## config.mk

```make
export PLATFORM = sky130hd
export DESIGN_NAME = sas_front
export DESIGN_NICKNAME = d
export VERILOG_FILES = /design/src/rtl/sas_pkg.sv /design/src/rtl/sas_front.sv
export SDC_FILE = /design/constraint.sdc
export NUM_CORES = 1
export LEC_CHECK = 0
export ABC_AREA = 1
export BUFFER_PORTS_ARGS = -buffer_cell sky130_fd_sc_hd__buf_4
export CORE_MARGIN = 3
export CORE_UTILIZATION = 30
export CTS_CLUSTER_DIAMETER = 60
export CTS_CLUSTER_SIZE = 30
export DETAILED_ROUTE_END_ITERATION = 10
export PLACE_DENSITY = 0.55
export SYNTH_ARGS = -nofsm -noshare
export SYNTH_HDL_FRONTEND = slang
export SYNTH_SLANG_ARGS = --single-unit
```

## constraint.sdc

```tcl
create_clock -name clk -period 17.3 [get_ports clk]
set_clock_uncertainty 0.1 [all_clocks]
set_input_delay 0 -clock clk [delete_from_list [all_inputs] [get_ports clk]]
set_output_delay 0 -clock clk [all_outputs]
set_load 0.02 [all_outputs]
```

## src/rtl/sas_pkg.sv

```systemverilog
`timescale 1ns / 1ps
// ----------------------------------------------------------------------------
// Symmetry axis search package
// Sizes, configuration indexes and shared types.
// ----------------------------------------------------------------------------
package sas_pkg;
  localparam int MaxBoxWidth  = 256;
  localparam int MaxBoxHeight = 128;
  localparam int StoreSize    = MaxBoxWidth * MaxBoxHeight;
  localparam int AddrW        = $clog2(StoreSize);
  localparam int ColW         = $clog2(MaxBoxWidth);
  localparam int RowW         = $clog2(MaxBoxHeight);
  localparam int WidthW       = ColW + 1;
  localparam int HeightW      = RowW + 1;
  localparam int ScoreW       = 24;
  localparam logic [ScoreW-1:0] ScoreMax = '1;
  localparam int QDepth       = 4;

  localparam logic [1:0] CfgXMin   = 2'd0;
  localparam logic [1:0] CfgWidth  = 2'd1;
  localparam logic [1:0] CfgHeight = 2'd2;
  localparam logic [1:0] CfgReach  = 2'd3;

  // Front-to-back queue entry: a store write, and on the last one a start mark.
  typedef struct packed {
    logic [AddrW-1:0] addr;
    logic [7:0]       pixel;
    logic             last;
  } load_word_t;

  typedef struct packed {
    logic [WidthW-1:0]  width;
    logic [HeightW-1:0] height;
    logic [WidthW-1:0]  dmax;
    logic [11:0]        x_min;
  } box_cfg_t;

  typedef enum logic [2:0] {
    S_LOAD, S_COL, S_READ, S_ACC, S_ROW, S_DONE, S_OUT
  } search_state_t;
endpackage

```

## src/rtl/sas_front.sv

```systemverilog
`timescale 1ns / 1ps
// ----------------------------------------------------------------------------
// Symmetry axis search front end
// Holds configuration, counts box pixels and queues store writes.
// ----------------------------------------------------------------------------
module sas_front (
  input  logic                  clk,
  input  logic                  rst,
  input  logic                  cfg_we,
  input  logic [1:0]            cfg_index,
  input  logic [11:0]           cfg_data,
  input  logic                  s_tvalid,
  output logic                  s_tready,
  input  logic [7:0]            s_tdata,
  output sas_pkg::load_word_t   q_word,
  output logic                  q_valid,
  input  logic                  q_ready,
  output sas_pkg::box_cfg_t     box_cfg
);
  import sas_pkg::*;

  logic [11:0] x_min;
  logic [8:0]  width_reg;
  logic [7:0]  height_reg;
  logic [9:0]  reach_reg;
  logic [AddrW:0] load_count;
  logic [AddrW:0] total;
  logic [WidthW-1:0] w_eff;
  logic [HeightW-1:0] h_eff;
  logic [9:0] dm;
  load_word_t q_mem [QDepth];
  logic [$clog2(QDepth)-1:0] wr_ptr, rd_ptr;
  logic [$clog2(QDepth):0] fill;
  logic push, pop;

  always_comb begin
    w_eff = (width_reg == '0) ? WidthW'(1) :
            (width_reg > 9'(MaxBoxWidth)) ? WidthW'(MaxBoxWidth) : WidthW'(width_reg);
    h_eff = (height_reg == '0) ? HeightW'(1) :
            (height_reg > 8'(MaxBoxHeight)) ? HeightW'(MaxBoxHeight) : HeightW'(height_reg);
    dm = (reach_reg == '0) ? 10'd0 : reach_reg - 10'd1;
    box_cfg.width  = w_eff;
    box_cfg.height = h_eff;
    box_cfg.dmax   = (dm > 10'(w_eff)) ? w_eff : WidthW'(dm);
    box_cfg.x_min  = x_min;
    total = (AddrW+1)'(w_eff) * (AddrW+1)'(h_eff);
  end

  assign s_tready = (fill != ($clog2(QDepth)+1)'(QDepth));
  assign push = s_tvalid && s_tready;
  assign pop  = q_valid && q_ready;
  assign q_valid = (fill != '0);
  assign q_word  = q_mem[rd_ptr];

  always_ff @(posedge clk) begin
    if (rst) begin
      x_min <= '0; width_reg <= 9'd256; height_reg <= 8'd128; reach_reg <= 10'd256;
      load_count <= '0;
    end else if (cfg_we) begin
      unique case (cfg_index)
        CfgXMin:   x_min      <= cfg_data;
        CfgWidth:  width_reg  <= cfg_data[8:0];
        CfgHeight: height_reg <= cfg_data[7:0];
        CfgReach:  reach_reg  <= cfg_data[9:0];
        default:   ;
      endcase
      load_count <= '0;
    end else if (push) begin
      load_count <= (load_count + 1'b1 >= total) ? '0 : load_count + 1'b1;
    end
  end

  always_ff @(posedge clk) begin
    if (push) begin
      q_mem[wr_ptr].addr  <= load_count[AddrW-1:0];
      q_mem[wr_ptr].pixel <= s_tdata;
      q_mem[wr_ptr].last  <= (load_count + 1'b1 >= total);
    end
  end

  always_ff @(posedge clk) begin
    if (rst) begin
      wr_ptr <= '0; rd_ptr <= '0; fill <= '0;
    end else begin
      if (push) wr_ptr <= wr_ptr + 1'b1;
      if (pop)  rd_ptr <= rd_ptr + 1'b1;
      fill <= fill + ($clog2(QDepth)+1)'(push) - ($clog2(QDepth)+1)'(pop);
    end
  end
endmodule

```

==> results.py <==
metrics = {
    "placement": {
        "io_buffer_count": 90,
        "post-dp-hpwl_um": 16860,
        "placed_cell_area_um2": 10800,
        "gp_congestion": 0.8700,
        "pre_cts_ws_ns": 10.60,
    },
    "power_and_ir_drop": {
        "p_sw_uw": 399.8,
        "p_comb_share_pct": 28.5,
        "leakage_uw": 0.005051,
        "clockPowerShare_pct": 31.7,
        "power_density_nw_per_um2": 98.65,
        "pwr-share-seq_pct": 39.9,
        "peakVddDrop_mv": 0.06354,
        "p_total_uw": 1150,
        "internal_power_uw": 750.5,
        "swShare_pct": 34.76,
    },
    "sta": {
        "slew_headroom_pct": 21.49,
        "maxSlewViolCount": 0,
        "tightest_slew_ns": 1.176,
        "finalSetupViolations": 0,
        "timing_hold_violations_final": 0,
        "setup_slack_ns": 10.50,
        "max_freq_ghz": 0.1471,
        "fin_setup_tns_ns": 0,
        "min_period_ns": 6.800,
        "fin_crit_sh_pct": 39.30,
        "rsz0062_at_grt": "false",
    },
    "cells_and_area": {
        "final_nets": 1373,
        "multi_input_area_um2": 4771,
        "n_antenna_cell": 0,
        "drive_gt1_share_pct": 12.25,
        "largest-register": "q_mem",
        "fillerInstances": 3289,
        "largest_register_ffs": 96,
        "top_regs": "q_mem: 96 flops, load_count: 16 flops, x_min: 12 flops",
        "syn_to_final_growth_pct": 20.15,
        "stdcell_area_um2": 11660,
        "regArea_um2": 4164,
    },
    "floorplan": {
        "core_um2": 31720,
        "io_pins": 91,
        "die_height_um": 185.9,
        "fp.dieW_um": 185.9,
        "die-area_um2": 34550,
        "rows": 65,
        "initial_utilization_pct": 30.60,
    },
    "critical_path": {
        "critPathKind": "flip-flop to flip-flop",
        "ff2ff_path_depth": 25,
        "crit_fanout": 15,
        "endpoint_kind": "flip-flop",
        "crit_required_ns": 17.50,
        "worst_setup_path_start_kind": "flip-flop",
        "crit_arrival_ns": 7.00,
    },
    "route": {
        "drc_errors": 0,
        "antenna_left": 0,
        "routed_via_density": 4.709,
        "drt_wl_total_um": 23730,
        "wl_per_cell_um": 14.37,
        "drt-initial-drc-count": 372,
        "drt_pass1_iterations": 5,
        "vias": 7775,
    },
    "global_route": {
        "grt_max_degree": 50,
        "grt.total_usage_pct": 14.09,
        "antenna_found_initial": 0,
        "grt_pass1_wl_um": 38920,
        "grt_overflow": 0,
        "grt_pass1_vias": 7789,
    },
    "clock_network": {
        "htreeDepth": 4,
        "numCtsBuffers": 17,
        "cts_tree": "yes",
        "cts.sinks": 160,
        "clock_path_buffers": 2,
        "cts_resized": 0,
        "clkLatencyLatePin_ns": 0.43,
        "cts-root-buf": "clkbuf_16",
        "clkTransAtPathRegs_ns": 0.07,
    },
    "yosys": {
        "netlist_area_um2": 9706,
        "synthTopCellsByArea": "edfxtp_1, dfxtp_1, ha_1",
        "yosysTopAreaCell": "edfxtp_1",
        "synth.most_common_cell": "nor2_1",
        "yosys_warnings": 0,
        "synth.top_cell.area_share_pct": 29.70,
        "synth-seq-cells": 160,
        "ys_types": 36,
        "synth_fp_nets": 1265,
        "async_reset_ff_share_pct": 0,
        "syn_area_per_cell_um2": 8.604,
        "ys_seq_area_share_pct": 42.90,
        "synth_common_cells": "nor2_1, inv_1, nand2_1",
        "yosys_most_used_dff": "edfxtp_1",
        "synth_edf_count": 96,
        "netlist_instances": 1128,
    },
    "job": {
        "cap_violations": 0,
    },
    "min_path": {
        "min_path_cells": 4,
        "hold_class": "input pin to flip-flop",
    },
    "outcome": {
        "status": "completed",
    },
}
[final cells by class]
cell class	count	share of cell area, %
sequential	160	35.71
multi-input combinational	760	40.91
tap	402	4.313
timing repair buffer	124	8.605
clock inverter	14	1.212
clock buffer	18	3.680
inverter	173	5.569
[layer usage]
metal	vias up	track usage, %	routed length [um]
li1	3918	-	-
met1	3675	17.91	10860
met2	157	24.44	11480
met3	25	2.716	983
met4	0	4.051	401
met5	-	0	0
[placed cells by master, fill, tap and decap left out, drive strengths merged, types with 4 or more instances in the layout]
| master | instances |
|---|---|
| nor2 | 220 |
| inv | 180 |
| nand2 | 138 |
| o21ai | 102 |
| edfxtp | 96 |
| buf | 95 |
| ha | 68 |
| a21oi | 67 |
| dfxtp | 64 |
| fa | 42 |
| nand3 | 33 |
| dlygate4sd3 | 29 |
| nand4 | 28 |
| o22ai | 24 |
| clkbuf | 18 |
| xor2 | 14 |
| xnor2 | 7 |
| nor3 | 6 |
| clkinv | 4 |
[worst max-delay path: stages (launching register included)]
cell and delay, ns:
dfxtp_1 0.57, inv_1 0.29, nor2_1 0.29, nor2_2 0.13, inv_1 0.20, nor2_1 0.09
fa_1 0.56, fa_1 0.44, fa_1 0.54, inv_1 0.05, fa_1 0.52, inv_1 0.04
ha_1 0.34, a21oi_1 0.17, o21ai_0 0.10, a21oi_1 0.23, o21ai_0 0.15, xnor2_1 0.15
ha_1 0.30, nand2_1 0.08, nor3_1 0.26, nand3_1 0.45, nand3_1 0.39, nor2_1 0.07
nor2_1 0.10, nor2_1 0.05
[stage by stage]
stage                     hold slack (ns)  utilization [%]  std cells
after floorplan                  -0.03331                -       1128
after global placement             0.1038            34.05       1590
after detailed placement           0.1061            34.05       1590
after CTS                         0.04022            36.77       1651
after global routing              0.08660            36.77       1651
final                             0.05843            36.77       1651
[power by group through the flow]
| stage | logic (uW) | clock network (uW) | registers, uW |
|---|---|---|---|
| finish | 328 | 364 | 459 |
| detailed placement | 326 | 0 | 468 |
| global placement | 324 | 0 | 467 |
| floorplan | 205 | 0 | 464 |
| global route | 367 | 389 | 463 |
| CTS | 333 | 372 | 459 |
[worst paths after layout]
path / slack, ns / from / end
setup / recovery: 10.50 / width_reg[8] / load_count[15]
hold / removal: 0.06 / s_tvalid / wr_ptr[0]
setup reg to reg: 10.50 / width_reg[8] / load_count[15]
hold reg to reg: 0.38 / rd_ptr[0] / rd_ptr[0]
[kinds of logic after synthesis]
group / count (synthesis) / synth area share [%]
buf+inv: 208 / 8.199
xor+xnor: 21 / 1.895
simple gates: 429 / 18.59
flops: 160 / 42.90
compound gates: 200 / 10.98
fa+ha+maj: 110 / 17.43
[repair_timing]
item,4_1_cts,5_1_grt
hold endpoints to repair,78,0
buffers inserted,0,0
hold buffers,29,0
No activity file was read; power rests on OpenSTA's default activity.
